[src/rtl/ipv4_prefix_table_unit_defines.svh]
// assertion helpers for the prefix table
`ifndef IPV4_PREFIX_TABLE_UNIT_DEFINES_SVH
`define IPV4_PREFIX_TABLE_UNIT_DEFINES_SVH

// same-cycle implication
`define IPT_ASSERT_IMP(name, clk, rst, ante, cons) \
   name: assert property (@(posedge clk) disable iff (rst) (ante) |-> (cons)) \
      else $error("ipv4_prefix_table_unit: check failed");

// next-cycle implication
`define IPT_ASSERT_NXT(name, clk, rst, ante, cons) \
   name: assert property (@(posedge clk) disable iff (rst) (ante) |=> (cons)) \
      else $error("ipv4_prefix_table_unit: check failed");

`endif

[src/rtl/ipt_pkg.sv]
`default_nettype none
package ipt_pkg;

   localparam int ADDR_W    = 32;
   localparam int LEN_W     = 6;
   localparam int RANK_W    = 5;
   localparam int IDX_OUT_W = 7;
   localparam int LEN_SLOTS = 32;

   localparam logic [LEN_W-1:0]  MAX_LEN  = 6'd32;
   localparam logic [ADDR_W-1:0] ALL_ONES = 32'hFFFF_FFFF;

   localparam logic OP_INSERT = 1'b0;
   localparam logic OP_LOOKUP = 1'b1;

   localparam logic ST_OK   = 1'b0;
   localparam logic ST_FULL = 1'b1;

   typedef struct packed {
      logic              opcode;
      logic [ADDR_W-1:0] address;
      logic [LEN_W-1:0]  prefix_len;
   } req_type;

   typedef struct packed {
      logic                 status;
      logic                 hit;
      logic [IDX_OUT_W-1:0] entry_index;
   } rsp_type;

   typedef struct packed {
      logic [ADDR_W-1:0] prefix;
      logic [ADDR_W-1:0] last;
      logic [RANK_W-1:0] rank;
   } entry_type;

   // network mask for a length of 0..32
   function automatic logic [ADDR_W-1:0] len_mask(input logic [LEN_W-1:0] len);
      return ~(ALL_ONES >> len);
   endfunction

endpackage
`default_nettype wire

[src/rtl/ipt_len_rank.sv]
`default_nettype none
module ipt_len_rank
   import ipt_pkg::*;
(
   input  wire logic              clock,
   input  wire logic              reset,
   input  wire logic [LEN_W-1:0]  len,
   input  wire logic              alloc,
   output      logic [RANK_W-1:0] rank
);

   localparam int SLOT_W = $clog2(LEN_SLOTS);

   logic [RANK_W-1:0]    rank_ff [LEN_SLOTS];
   logic [LEN_SLOTS-1:0] seen_ff;
   logic [LEN_SLOTS-1:0] seen_in;
   logic [LEN_W-1:0]     fill_ff;
   logic [LEN_W-1:0]     fill_in;
   logic [SLOT_W-1:0]    slot;
   logic                 seen;
   logic                 grab;

   // lengths 1..32 map onto slots 0..31
   assign slot = SLOT_W'(len - LEN_W'(1));
   assign seen = seen_ff[slot];
   assign rank = seen ? rank_ff[slot] : fill_ff[RANK_W-1:0];
   assign grab = alloc && !seen;

   always_comb begin
      seen_in = seen_ff;
      fill_in = fill_ff;
      if (grab) begin
         seen_in[slot] = 1'b1;
         fill_in       = fill_ff + LEN_W'(1);
      end
   end

   always_ff @(posedge clock) begin
      if (reset) begin
         seen_ff <= '0;
         fill_ff <= '0;
      end else begin
         seen_ff <= seen_in;
         fill_ff <= fill_in;
      end
   end

   always_ff @(posedge clock) begin
      if (grab) begin
         rank_ff[slot] <= fill_ff[RANK_W-1:0];
      end
   end

endmodule
`default_nettype wire

[config.mk]
export PLATFORM = sky130hd
export DESIGN_NAME = ipt_len_rank
export DESIGN_NICKNAME = d
export VERILOG_FILES = /design/src/rtl/ipv4_prefix_table_unit_defines.svh /design/src/rtl/ipt_pkg.sv /design/src/rtl/ipt_len_rank.sv
export SDC_FILE = /design/constraint.sdc
export NUM_CORES = 1
export LEC_CHECK = 0
export BUFFER_PORTS_ARGS = -buffer_cell sky130_fd_sc_hd__buf_2
export CAP_MARGIN = 20
export CORE_ASPECT_RATIO = 1.1
export CORE_MARGIN = 2
export CORE_UTILIZATION = 40
export CTS_BUF_LIST = sky130_fd_sc_hd__clkbuf_4
export CTS_CLUSTER_SIZE = 20
export DETAILED_ROUTE_END_ITERATION = 10
export PLACE_DENSITY = 0.52
export SLEW_MARGIN = 20
export SYNTH_ARGS = -nofsm -noshare
export SYNTH_HDL_FRONTEND = slang
export SYNTH_SLANG_ARGS = --single-unit
[constraint.sdc]
create_clock -name clock -period 6.15 [get_ports clock]
set_clock_uncertainty 0.15 [all_clocks]
set_input_delay 0.9225 -clock clock [delete_from_list [all_inputs] [get_ports clock]]
set_output_delay 0.9225 -clock clock [all_outputs]
set_load 0.01 [all_outputs]
==> out/metrics.cfg <==
[logic_synthesis]
synth_edf_count = 160
seq_area_frac_synth_pct = 67.9
netlist_top_cells_area = edfxtp_1 (59%), mux4_2 (13%), dfxtp_1 (9.1%)
synth_ff_type = edfxtp_1
ys_warn_count = 0
synth_cells = 520
synth_top_area_cell = edfxtp_1
syn_area_sq_um = 8160
postSynthAreaPerCell_sq_um = 15.7
synth.distinct_cells = 49
synthArstFlopShare_pct = 0
synth_top_area_share_pct = 58.9
syn_nets = 535
ys_ff_latch = 197

[detailed_routing]
routed_wl_microns = 18600
ant_nets = 0
wl_per_cell_microns = 23.4
drt_iter0_markers = 405
drc = 0
vias = 4577
vias_per_cell = 5.74
firstDrtPassIters = 4

[worst_setup_path]
crit_fanout = 16
setup.worst_path.start_class = input pin
cp_data_arrival_time_ns = 3.95
critPathCaptureType = primary output
crit_type = in -> out
crit_start = len[1]
reg2reg_from = seen_ff[20]
required_ns = 5.08
rr_worst_depth = 6

[worst_hold_path]
min_path_cells = 2
hp-start = seen_ff[4]
min_path_type = reg -> reg

[timing]
hold_violations = 0
relSlewSlack_pct = 40.5
worst_pin_slew_ns = 0.885
rsz0062_at_grt = no
final.min_clock_period_ns = 5.02
setup_viol = 0
slew_viol_final = 0
fmax_ghz = 0.199
timing.setup.tns_ns = 0
post-route-period-util_pct = 81.7

[layout]
area_delta_synth_final_pct = 6.96
drive_gt1_share_pct = 21.0
nets = 546
stdcell_area_sq_um = 8730
n_fill_cell = 1736

[cts]
worst_skew_pair.late_latency_ns = 0.58
postCtsHoldBufs = 0
cts-buffers-inserted = 17
ctsResizeCount = 0
clock_sinks = 197
clock_path_buffers = 2
cts_root_buf = clkbuf_4
postCtsSetupBuffers = 0
htree_levels = 4
cts_tree = built
clkTransAtPathRegs_ns = 0.16

[placed_design]
port_buffers = 12
dp_hpwl_microns = 12100
placed_area_sq_um = 8490
gp_congestion = 0.825

[grt]
antenna_found_initial = 1
grt_overflow_total = 0
grt_pass1_wl_microns = 28900
grt_max_degree = 40
track_usage_pct = 18.2
grt_pass1_vias = 4664

[floorplanning]
initial_core_util_pct = 41.0
rows = 54
die_h_microns = 154
core_sq_um = 19900
ioPinCount = 14
die_x_microns = 140
dieArea_sq_um = 21600

[power]
power.density_nw_per_um2 = 262
totalPowerFinal_mw = 2.28
cellLeakagePower_nw = 2.78
vdd_ir_drop_max_mv = 0.0950

[run_status]
status = completed

[job]
drv_cap = 0

==> worst max-delay path: stages <==
cell and delay, ns:
buf_2 0.21, inv_1 0.11, ha_2 0.65, buf_4 0.29, mux4_2 0.21, nand2_1 0.05, nand3_1 0.15, nand4_1 0.62
o31a_1 0.56, buf_2 0.15
==> through the flow <==
step | utilization, % | cells | hold WS, ns | setup slack, ns
3_3_place_gp | 42.6 | 764 | 0.292 | 1.10
6_report | 43.8 | 797 | 0.341 | 1.13
5_1_grt | 43.8 | 797 | 0.361 | 0.912
3_5_place_dp | 42.6 | 764 | 0.305 | 1.08
4_1_cts | 43.8 | 796 | 0.339 | 1.08
2_1_floorplan | - | 520 | 0.281 | 1.32
==> layer usage <==
layer / vias to the layer above / routed length [microns] / part of all wire, % / track usage, %
li1: 2062 / - / - / -
met1: 2369 / 7970 / 43 / 24.5
met2: 121 / 9330 / 50 / 29.3
met3: 25 / 824 / 4.4 / 3.74
met4: 0 / 500 / 2.7 / 6.83
met5: - / 0 / 0 / 0
==> layout make-up <==
type | count | area [sq um] | share of cell area, %
Clock inverter | 15 | 106 | 1.22
Clock buffer | 17 | 128 | 1.46
Tap cell | 252 | 315 | 3.61
Sequential cell | 197 | 5550 | 63.5
Inverter | 8 | 30.0 | 0.344
Antenna cell | 1 | 2.50 | 0.0287
Multi-Input combinational cell | 283 | 2450 | 28.1
Timing Repair Buffer | 24 | 153 | 1.75
==> cells by family (layout without fill, tap and decap cells) <==
| family | after synthesis | count (layout) | share of synthesized area, % |
|---|---|---|---|
| AOI/OAI and AO/OA | 80 | 80 | 6.76 |
| and+or+nand+nor | 135 | 135 | 7.23 |
| muxes | 57 | 57 | 14.4 |
| xor gates and xnor gates | 5 | 5 | 0.537 |
| adders and majority gates | 6 | 6 | 0.920 |
| other | 0 | 1 | 0 |
| buffers and inverters | 40 | 64 | 2.22 |
| DFF | 197 | 197 | 67.9 |
==> cells in the final DEF, fill, tap and decap left out, types with 3 or more instances in the layout <==
cell / instances
a21oi_1: 14
nor2b_1: 4
clkinvlp_4: 3
nand2_1: 21
clkbuf_4: 17
o21ai_0: 3
clkinv_1: 4
a21o_1: 5
dfxtp_1: 36
a31oi_1: 30
nor3_1: 3
buf_2: 11
mux2i_1: 6
nand3_1: 6
clkinv_4: 3
inv_6: 3
nand2b_1: 5
nor2_1: 80
nand2_2: 4
inv_1: 8
mux4_2: 48
o22ai_1: 3
a22oi_1: 5
edfxtp_1: 160
a221oi_1: 6
ha_1: 5
buf_4: 13
xnor2_1: 3
==> power by group <==
part | total, mW | internal [mW] | switching [mW]
sequential | 1.45 | 1.45 | 0.00325
clock | 0.607 | 0.162 | 0.445
combinational | 0.223 | 0.0764 | 0.147
total | 2.28 | 1.69 | 0.596
==> state kept, by name, indices dropped and copies added (netlist names) <==
name     flops
seen_ff     32
rank_ff    160
fill_ff      5
==> worst paths after layout <==
kind	end	slack, ns
setup reg to reg	rank_ff[24][4]	2.85
hold / removal	seen_ff[4]	0.34
hold reg to reg	seen_ff[4]	0.34
setup / recovery	rank[0]	1.13
==> synth_stat cells (7+ instances only) <==
library cell / n
clkbuf_1: 17
buf_2: 7
nand2_1: 21
a21oi_1: 14
inv_1: 8
nor2_1: 80
mux4_2: 48
a31oi_1: 30
dfxtp_1: 37
edfxtp_1: 160
No activity file was read; power rests on OpenSTA's default activity.
