## config.mk

```make
export PLATFORM = sky130hd
export DESIGN_NAME = ipt_ctrl
export DESIGN_NICKNAME = d
export VERILOG_FILES = /design/src/rtl/ipv4_prefix_table_unit_defines.svh /design/src/rtl/ipt_pkg.sv /design/src/rtl/ipt_ctrl.sv
export SDC_FILE = /design/constraint.sdc
export NUM_CORES = 1
export LEC_CHECK = 0
export BUFFER_PORTS_ARGS = -buffer_cell sky130_fd_sc_hd__buf_2
export CORE_MARGIN = 4
export CORE_UTILIZATION = 33
export CTS_CLUSTER_SIZE = 20
export DETAILED_ROUTE_END_ITERATION = 6
export PLACE_DENSITY = 0.6
export SLEW_MARGIN = 15
export SYNTH_ARGS = -nofsm -noshare
export SYNTH_HDL_FRONTEND = slang
export SYNTH_SLANG_ARGS = --single-unit
```

## constraint.sdc

```tcl
create_clock -name clock -period 5.4 [get_ports clock]
set_input_delay 0.81 -clock clock [delete_from_list [all_inputs] [get_ports clock]]
set_output_delay 0.81 -clock clock [all_outputs]
set_load 0.01 [all_outputs]
```

## src/rtl/ipv4_prefix_table_unit_defines.svh

```systemverilog
// assertion helpers for the prefix table
`ifndef IPV4_PREFIX_TABLE_UNIT_DEFINES_SVH
`define IPV4_PREFIX_TABLE_UNIT_DEFINES_SVH

// same-cycle implication
`define IPT_ASSERT_IMP(name, clk, rst, ante, cons) \
   name: assert property (@(posedge clk) disable iff (rst) (ante) |-> (cons)) \
      else $error("ipv4_prefix_table_unit: check failed");

// next-cycle implication
`define IPT_ASSERT_NXT(name, clk, rst, ante, cons) \
   name: assert property (@(posedge clk) disable iff (rst) (ante) |=> (cons)) \
      else $error("ipv4_prefix_table_unit: check failed");

`endif

```

## src/rtl/ipt_pkg.sv

```systemverilog
`default_nettype none
package ipt_pkg;

   localparam int ADDR_W    = 32;
   localparam int LEN_W     = 6;
   localparam int RANK_W    = 5;
   localparam int IDX_OUT_W = 7;
   localparam int LEN_SLOTS = 32;

   localparam logic [LEN_W-1:0]  MAX_LEN  = 6'd32;
   localparam logic [ADDR_W-1:0] ALL_ONES = 32'hFFFF_FFFF;

   localparam logic OP_INSERT = 1'b0;
   localparam logic OP_LOOKUP = 1'b1;

   localparam logic ST_OK   = 1'b0;
   localparam logic ST_FULL = 1'b1;

   typedef struct packed {
      logic              opcode;
      logic [ADDR_W-1:0] address;
      logic [LEN_W-1:0]  prefix_len;
   } req_type;

   typedef struct packed {
      logic                 status;
      logic                 hit;
      logic [IDX_OUT_W-1:0] entry_index;
   } rsp_type;

   typedef struct packed {
      logic [ADDR_W-1:0] prefix;
      logic [ADDR_W-1:0] last;
      logic [RANK_W-1:0] rank;
   } entry_type;

   // network mask for a length of 0..32
   function automatic logic [ADDR_W-1:0] len_mask(input logic [LEN_W-1:0] len);
      return ~(ALL_ONES >> len);
   endfunction

endpackage
`default_nettype wire

```

## src/rtl/ipt_ctrl.sv

```systemverilog
`default_nettype none
module ipt_ctrl
   import ipt_pkg::*;
#(
   parameter int ENTRIES = 64,
   parameter int CNT_W   = 7,
   parameter int IDX_W   = 6
) (
   input  wire logic              clock,
   input  wire logic              reset,
   input  wire logic              req_valid,
   output      logic              req_stall,
   input  wire req_type           req_data,
   output      logic              res_valid,
   input  wire logic              res_ready,
   output      rsp_type           res,
   output      logic              mem_wr_en,
   output      logic [IDX_W-1:0]  mem_wr_addr,
   output      entry_type         mem_wr_data,
   output      logic              mem_rd_en,
   output      logic [IDX_W-1:0]  mem_rd_addr,
   input  wire entry_type         mem_rd_data,
   output      logic              rank_alloc,
   output      logic [LEN_W-1:0]  rank_len,
   input  wire logic [RANK_W-1:0] rank_val
);

   localparam int XW = (CNT_W > IDX_OUT_W) ? CNT_W : IDX_OUT_W;
   localparam logic [CNT_W-1:0]     FULL_CNT  = CNT_W'(ENTRIES);
   localparam logic [IDX_OUT_W-1:0] CATCH_IDX = IDX_OUT_W'(ENTRIES);

   typedef enum logic [4:0] {
      S_IDLE  = 5'b00001,
      S_EXEC  = 5'b00010,
      S_SWEEP = 5'b00100,
      S_WRAP  = 5'b01000,
      S_DONE  = 5'b10000
   } ctrl_state_type;

   ctrl_state_type    state_ff, state_in;
   logic              op_ff, op_in;
   logic [LEN_W-1:0]  len_ff, len_in;
   logic [ADDR_W-1:0] net_ff, net_in;
   logic [ADDR_W-1:0] last_ff, last_in;
   logic [CNT_W-1:0]  count_ff, count_in;
   logic              catch_ff, catch_in;
   logic [CNT_W-1:0]  rd_addr_ff, rd_addr_in;
   logic              cmp_vld_ff, cmp_vld_in;
   logic              cmp_last_ff, cmp_last_in;
   logic [IDX_W-1:0]  cmp_idx_ff, cmp_idx_in;
   logic              found_ff, found_in;
   logic [IDX_W-1:0]  best_idx_ff, best_idx_in;
   logic [RANK_W-1:0] best_rank_ff, best_rank_in;
   rsp_type           res_ff, res_in;

   logic [LEN_W-1:0]  req_len;
   logic [ADDR_W-1:0] req_mask;
   logic [XW-1:0]     count_x;
   logic [XW-1:0]     best_x;
   logic              contains;

   assign req_len  = (req_data.prefix_len > MAX_LEN) ? MAX_LEN : req_data.prefix_len;
   assign req_mask = len_mask(req_len);
   assign count_x  = XW'(count_ff);
   assign best_x   = XW'(best_idx_ff);
   assign contains = (net_ff >= mem_rd_data.prefix) && (last_ff <= mem_rd_data.last);

   assign req_stall   = (state_ff != S_IDLE);
   assign res_valid   = (state_ff == S_DONE);
   assign res         = res_ff;
   assign rank_len    = len_ff;
   assign mem_wr_addr = count_ff[IDX_W-1:0];
   assign mem_rd_addr = rd_addr_ff[IDX_W-1:0];

   always_comb begin
      mem_wr_data.prefix = net_ff;
      mem_wr_data.last   = last_ff;
      mem_wr_data.rank   = rank_val;
   end

   always_comb begin
      state_in     = state_ff;
      op_in        = op_ff;
      len_in       = len_ff;
      net_in       = net_ff;
      last_in      = last_ff;
      count_in     = count_ff;
      catch_in     = catch_ff;
      rd_addr_in   = rd_addr_ff;
      found_in     = found_ff;
      best_idx_in  = best_idx_ff;
      best_rank_in = best_rank_ff;
      res_in       = res_ff;
      mem_wr_en    = 1'b0;
      mem_rd_en    = 1'b0;
      rank_alloc   = 1'b0;
      cmp_idx_in   = rd_addr_ff[IDX_W-1:0];
      cmp_last_in  = (rd_addr_ff == count_ff - CNT_W'(1));

      unique case (state_ff)
         S_IDLE: begin
            if (req_valid) begin
               op_in    = req_data.opcode;
               len_in   = req_len;
               net_in   = req_data.address & req_mask;
               last_in  = (req_data.address & req_mask) | ~req_mask;
               state_in = S_EXEC;
            end
         end
         S_EXEC: begin
            state_in = S_DONE;
            if (catch_ff) begin
               res_in = '{status: ST_OK, hit: 1'b1, entry_index: CATCH_IDX};
            end else if (op_ff == OP_INSERT) begin
               if (len_ff == '0) begin
                  catch_in = 1'b1;
                  res_in   = '{status: ST_OK, hit: 1'b1, entry_index: CATCH_IDX};
               end else if (count_ff == FULL_CNT) begin
                  res_in = '{status: ST_FULL, hit: 1'b0, entry_index: '0};
               end else begin
                  mem_wr_en  = 1'b1;
                  rank_alloc = 1'b1;
                  count_in   = count_ff + CNT_W'(1);
                  res_in     = '{status: ST_OK, hit: 1'b1,
                                 entry_index: count_x[IDX_OUT_W-1:0]};
               end
            end else if (count_ff == '0) begin
               res_in = '{status: ST_OK, hit: 1'b0, entry_index: '0};
            end else begin
               rd_addr_in = '0;
               found_in   = 1'b0;
               state_in   = S_SWEEP;
            end
         end
         S_SWEEP: begin
            // issue one read per cycle, compare the data in the following cycle
            if (rd_addr_ff != count_ff) begin
               mem_rd_en  = 1'b1;
               rd_addr_in = rd_addr_ff + CNT_W'(1);
            end
            if (cmp_vld_ff) begin
               // ties go to the newer entry
               if (contains && (!found_ff || (mem_rd_data.rank <= best_rank_ff))) begin
                  found_in     = 1'b1;
                  best_idx_in  = cmp_idx_ff;
                  best_rank_in = mem_rd_data.rank;
               end
               if (cmp_last_ff) begin
                  state_in = S_WRAP;
               end
            end
         end
         S_WRAP: begin
            state_in = S_DONE;
            if (found_ff) begin
               res_in = '{status: ST_OK, hit: 1'b1, entry_index: best_x[IDX_OUT_W-1:0]};
            end else begin
               res_in = '{status: ST_OK, hit: 1'b0, entry_index: '0};
            end
         end
         S_DONE: begin
            if (res_ready) begin
               state_in = S_IDLE;
            end
         end
         default: begin
            state_in = S_IDLE;
         end
      endcase

      cmp_vld_in = mem_rd_en;
   end

   always_ff @(posedge clock) begin
      if (reset) begin
         state_ff   <= S_IDLE;
         count_ff   <= '0;
         catch_ff   <= 1'b0;
         cmp_vld_ff <= 1'b0;
         found_ff   <= 1'b0;
      end else begin
         state_ff   <= state_in;
         count_ff   <= count_in;
         catch_ff   <= catch_in;
         cmp_vld_ff <= cmp_vld_in;
         found_ff   <= found_in;
      end
   end

   always_ff @(posedge clock) begin
      op_ff        <= op_in;
      len_ff       <= len_in;
      net_ff       <= net_in;
      last_ff      <= last_in;
      rd_addr_ff   <= rd_addr_in;
      cmp_last_ff  <= cmp_last_in;
      cmp_idx_ff   <= cmp_idx_in;
      best_idx_ff  <= best_idx_in;
      best_rank_ff <= best_rank_in;
      res_ff       <= res_in;
   end

endmodule
`default_nettype wire

```

==> run_results.csv <==
group,metric,value,unit
sta,worst_pin_slew,0.937,ns
layout,layout_common_cells,"buf_2, edfxtp_1, inv_1",
worst_setup_path,r2r_cells,7,
pwr,ir_worst_vdd,0.000187,V
hold_path,hold_end,"best_idx_ff[4]",
routing,routed_via_density,4.72,
layout,nets,1055,
die,die_h,153,microns
clock_network,cts_max_level,4,
hold_path,hold_class,"reg2reg",
sta,post-route-period-util,59.2,%
pwr,power_density,325,nW/um^2
worst_setup_path,end_kind,"flop",
routing,drc,0,
synth,avgSynthCellArea,10.3,sq um
synth,netlist_top_cells_area,"edfxtp_1, ha_1, dfxtp_1",
placed_design,dp_hpwl,14.4,mm
worst_setup_path,worst-r2r-setup-slack,2.26,ns
die,boundaryPins,218,
worst_setup_path,worst-setup-path-type,"in2reg",
clock_network,cts-root-buf,"clkbuf_16",
synth,ys_types,57,
sta,final-setup-viol-count,0,
routing,met2_length,8.57,mm
worst_setup_path,crit_family,"simple AND/OR/NAND/NOR gates",
layout,final_common_cell,"buf_2",
hold_path,whs_path_depth,0,
layout,final_cells,1149,
synth,synthArstFlopShare,0,%
synth,ys_ff_latch,120,
worst_setup_path,crit_buf_inv,2,
die,die_w,153,microns
routing,finalWirelength,18.2,mm
placed_design,post-place-cells,1116,
sta,skew,0.00935,ns
clock_network,cts_setup_buffers,0,
routing,wl_met3,1.15,mm
grt,grt_start_max_net_pins,72,
grt,antenna_found_initial,2,
synth,synth_seq_area_share,48.9,%
sta,fin_crit,3.20,ns
clock_network,clock_path_buffers,2,
grt,grt_pass1_vias,5322,
clock_network,cts.sinks,120,
clock_network,cts_tree,"yes",
worst_setup_path,cp_max_fo,11,
clock_network,post_cts_resized,0,
synth,syn-instance-count,673,
routing,top_layer_used,"met5",
sta,rsz0062_at_grt,"no",
placed_design,place_area,8110,sq um
sta,drv_slew,0,
synth,synth_edf_count,98,
worst_setup_path,cp_cell_sequence,"buf_2 -> inv_1 -> ha_1 -> nand4_1 -> or4_1 -> o32a_1 -> a21oi_2 -> o21ai_2 -> nor4_4",
synth,yosysTopAreaCell,"edfxtp_1",
layout,drive_gt1_share,30.2,%
die,core_area,20400,sq um
routing,met1Wirelength,8.24,mm
worst_setup_path,cp_slowest_cell,"nor4_4",
layout,fin_area,8720,sq um
worst_setup_path,required,5.44,ns
die,start_util,33.9,%
die,rows,52,
sta,final_hold_viol_count,0,
die,floorplan.die_area,23400,sq um
clock_network,clock_latency,0.42,ns
routing,routed-via-count,5426,
worst_setup_path,worstSetupStartpointType,"primary input",
worst_setup_path,r2r_end,"best_rank_ff[2]",
clock_network,hold_buffers,0,
run,cap_violations,0,
clock_network,cts_inserted_buffers,17,
clock_network,cts.clk_slew.worst_paths,0.06,ns
routing,drtIter0Drc,260,
synth,yosys_warnings,0,
sta,relSlewSlack,37.5,%
sta,tns,0,ns
pwr,p_leak,3.93,nW
worst_setup_path,max_stage_delay,0.69,ns
routing,postRouteAntennaNets,0,
synth,synth_nets,863,
hold_path,min-delay-start,"cmp_idx_ff[4]",
synth,synth_area,6920,sq um
synth,synthFlopType,"edfxtp_1",
worst_setup_path,cp_data_arrival_time,3.24,ns
placed_design,gp_congestion,0.811,
worst_setup_path,r2r-start,"net_ff[11]",
grt,grt_pass1_wl,28.7,mm
layout,final.fill_count,2016,
sta,max_freq,313,MHz
grt,grt_use_total,15.6,%
sta,timing.hold.ws,0.403,ns
outcome,status,"finished clean",
routing,wl_per_cell,15.9,microns
layout,syn2layout_area_growth,25.9,%
routing,firstDrtPassIters,4,
placed_design,io_buffers,207,
synth,synth_top_area_share,42.5,%
grt,grt-ovfl-total,0,
==> kinds of logic (layout without fill, tap and decap cells) <==
logic type | count (synthesis) | after routing | synth area share [%]
and+or+nand+nor | 224 | 224 | 17.6
buffers and inverters | 121 | 326 | 7.68
DFF | 120 | 120 | 48.9
AOI/OAI and AO/OA | 115 | 115 | 10.1
adders and majority gates | 73 | 73 | 13.2
xor gates and xnor gates | 20 | 20 | 2.53
other | 0 | 1 | 0
==> how the worst max path moves through the flow <==
stage | start | endpoint | depth (start not counted)
floorplan | state_ff[3] | last_ff[0] | 4
global placement | mem_rd_data[48] | best_idx_ff[2] | 9
detailed placement | mem_rd_data[48] | best_idx_ff[3] | 9
CTS | mem_rd_data[48] | best_idx_ff[5] | 9
global route | mem_rd_data[48] | best_rank_ff[0] | 9
finish | mem_rd_data[48] | best_rank_ff[2] | 9
==> layer usage <==
layer,up-vias,track usage [%]
met5,-,0
met4,2,4.37
met3,18,4.58
met2,164,25.4
met1,2521,20.4
li1,2721,-
==> power breakdown <==
part | internal [W] | switching [W]
Clock | 0.000725 | 0.000437
Combinational | 0.000202 | 0.000300
Sequential | 0.00111 | 0.0000563
Total | 0.00204 | 0.000794
==> area by class of cell <==
cell class / instances / area (sq um) / share of cell area, %
sequential: 120 / 3380 / 38.8
clock inverter: 15 / 178 / 2.04
inverter: 86 / 323 / 3.70
antenna: 1 / 2.50 / 0.0287
timing repair buffer: 208 / 1040 / 12.0
clock buffer: 17 / 425 / 4.88
tap: 270 / 338 / 3.88
multi-input combinational: 432 / 3020 / 34.7
==> registers in the layout, indices dropped and copies added (netlist names) <==
signal,flops
last_ff,32
net_ff,32
res,9
count_ff,7
rd_addr_ff,7
best_idx_ff,6
cmp_idx_ff,6
rank_len,6
best_rank_ff,5
state_ff,5
catch_ff,1
cmp_last_ff,1
cmp_vld_ff,1
found_ff,1
op_ff,1
==> through the flow <==
stage / total power, W / utilization, % / setup WS (ns)
2_1_floorplan: 0.00149 / - / 1.09
3_3_place_gp: 0.00170 / 39.7 / 1.37
3_5_place_dp: 0.00170 / 39.7 / 1.67
4_1_cts: 0.00287 / 42.7 / 2.11
5_1_grt: 0.00298 / 42.7 / 1.98
6_report: 0.00284 / 42.7 / 2.20
==> cell usage after synthesis (all sizes together), types with 2 or more instances <==
master,count
a21oi,56
a32o,2
nor2b,23
o21a,3
nor2,43
nand4,14
nand3b,3
a21boi,2
a211oi,4
or4,2
xnor2,9
nand3,11
o31ai,2
clkbuf,11
nand2,41
or3,7
edfxtp,98
nor3,10
a31oi,6
dfxtp,22
buf,23
o21ai,23
and3,3
a22o,4
ha,73
or2,17
o211ai,2
nor3b,2
xor2,11
inv,86
and2,17
nor4,8
nand2b,21
a221oi,2
==> worst register-to-register path: stages (launching register included) <==
cell and delay (ns):
edfxtp_1 0.41, ha_1 0.34, nand4_1 0.18, or4_1 0.50
o32a_1 0.35, a21oi_2 0.20, o21ai_2 0.09, nor4_4 0.69
Power figures use the tool's default switching activity.
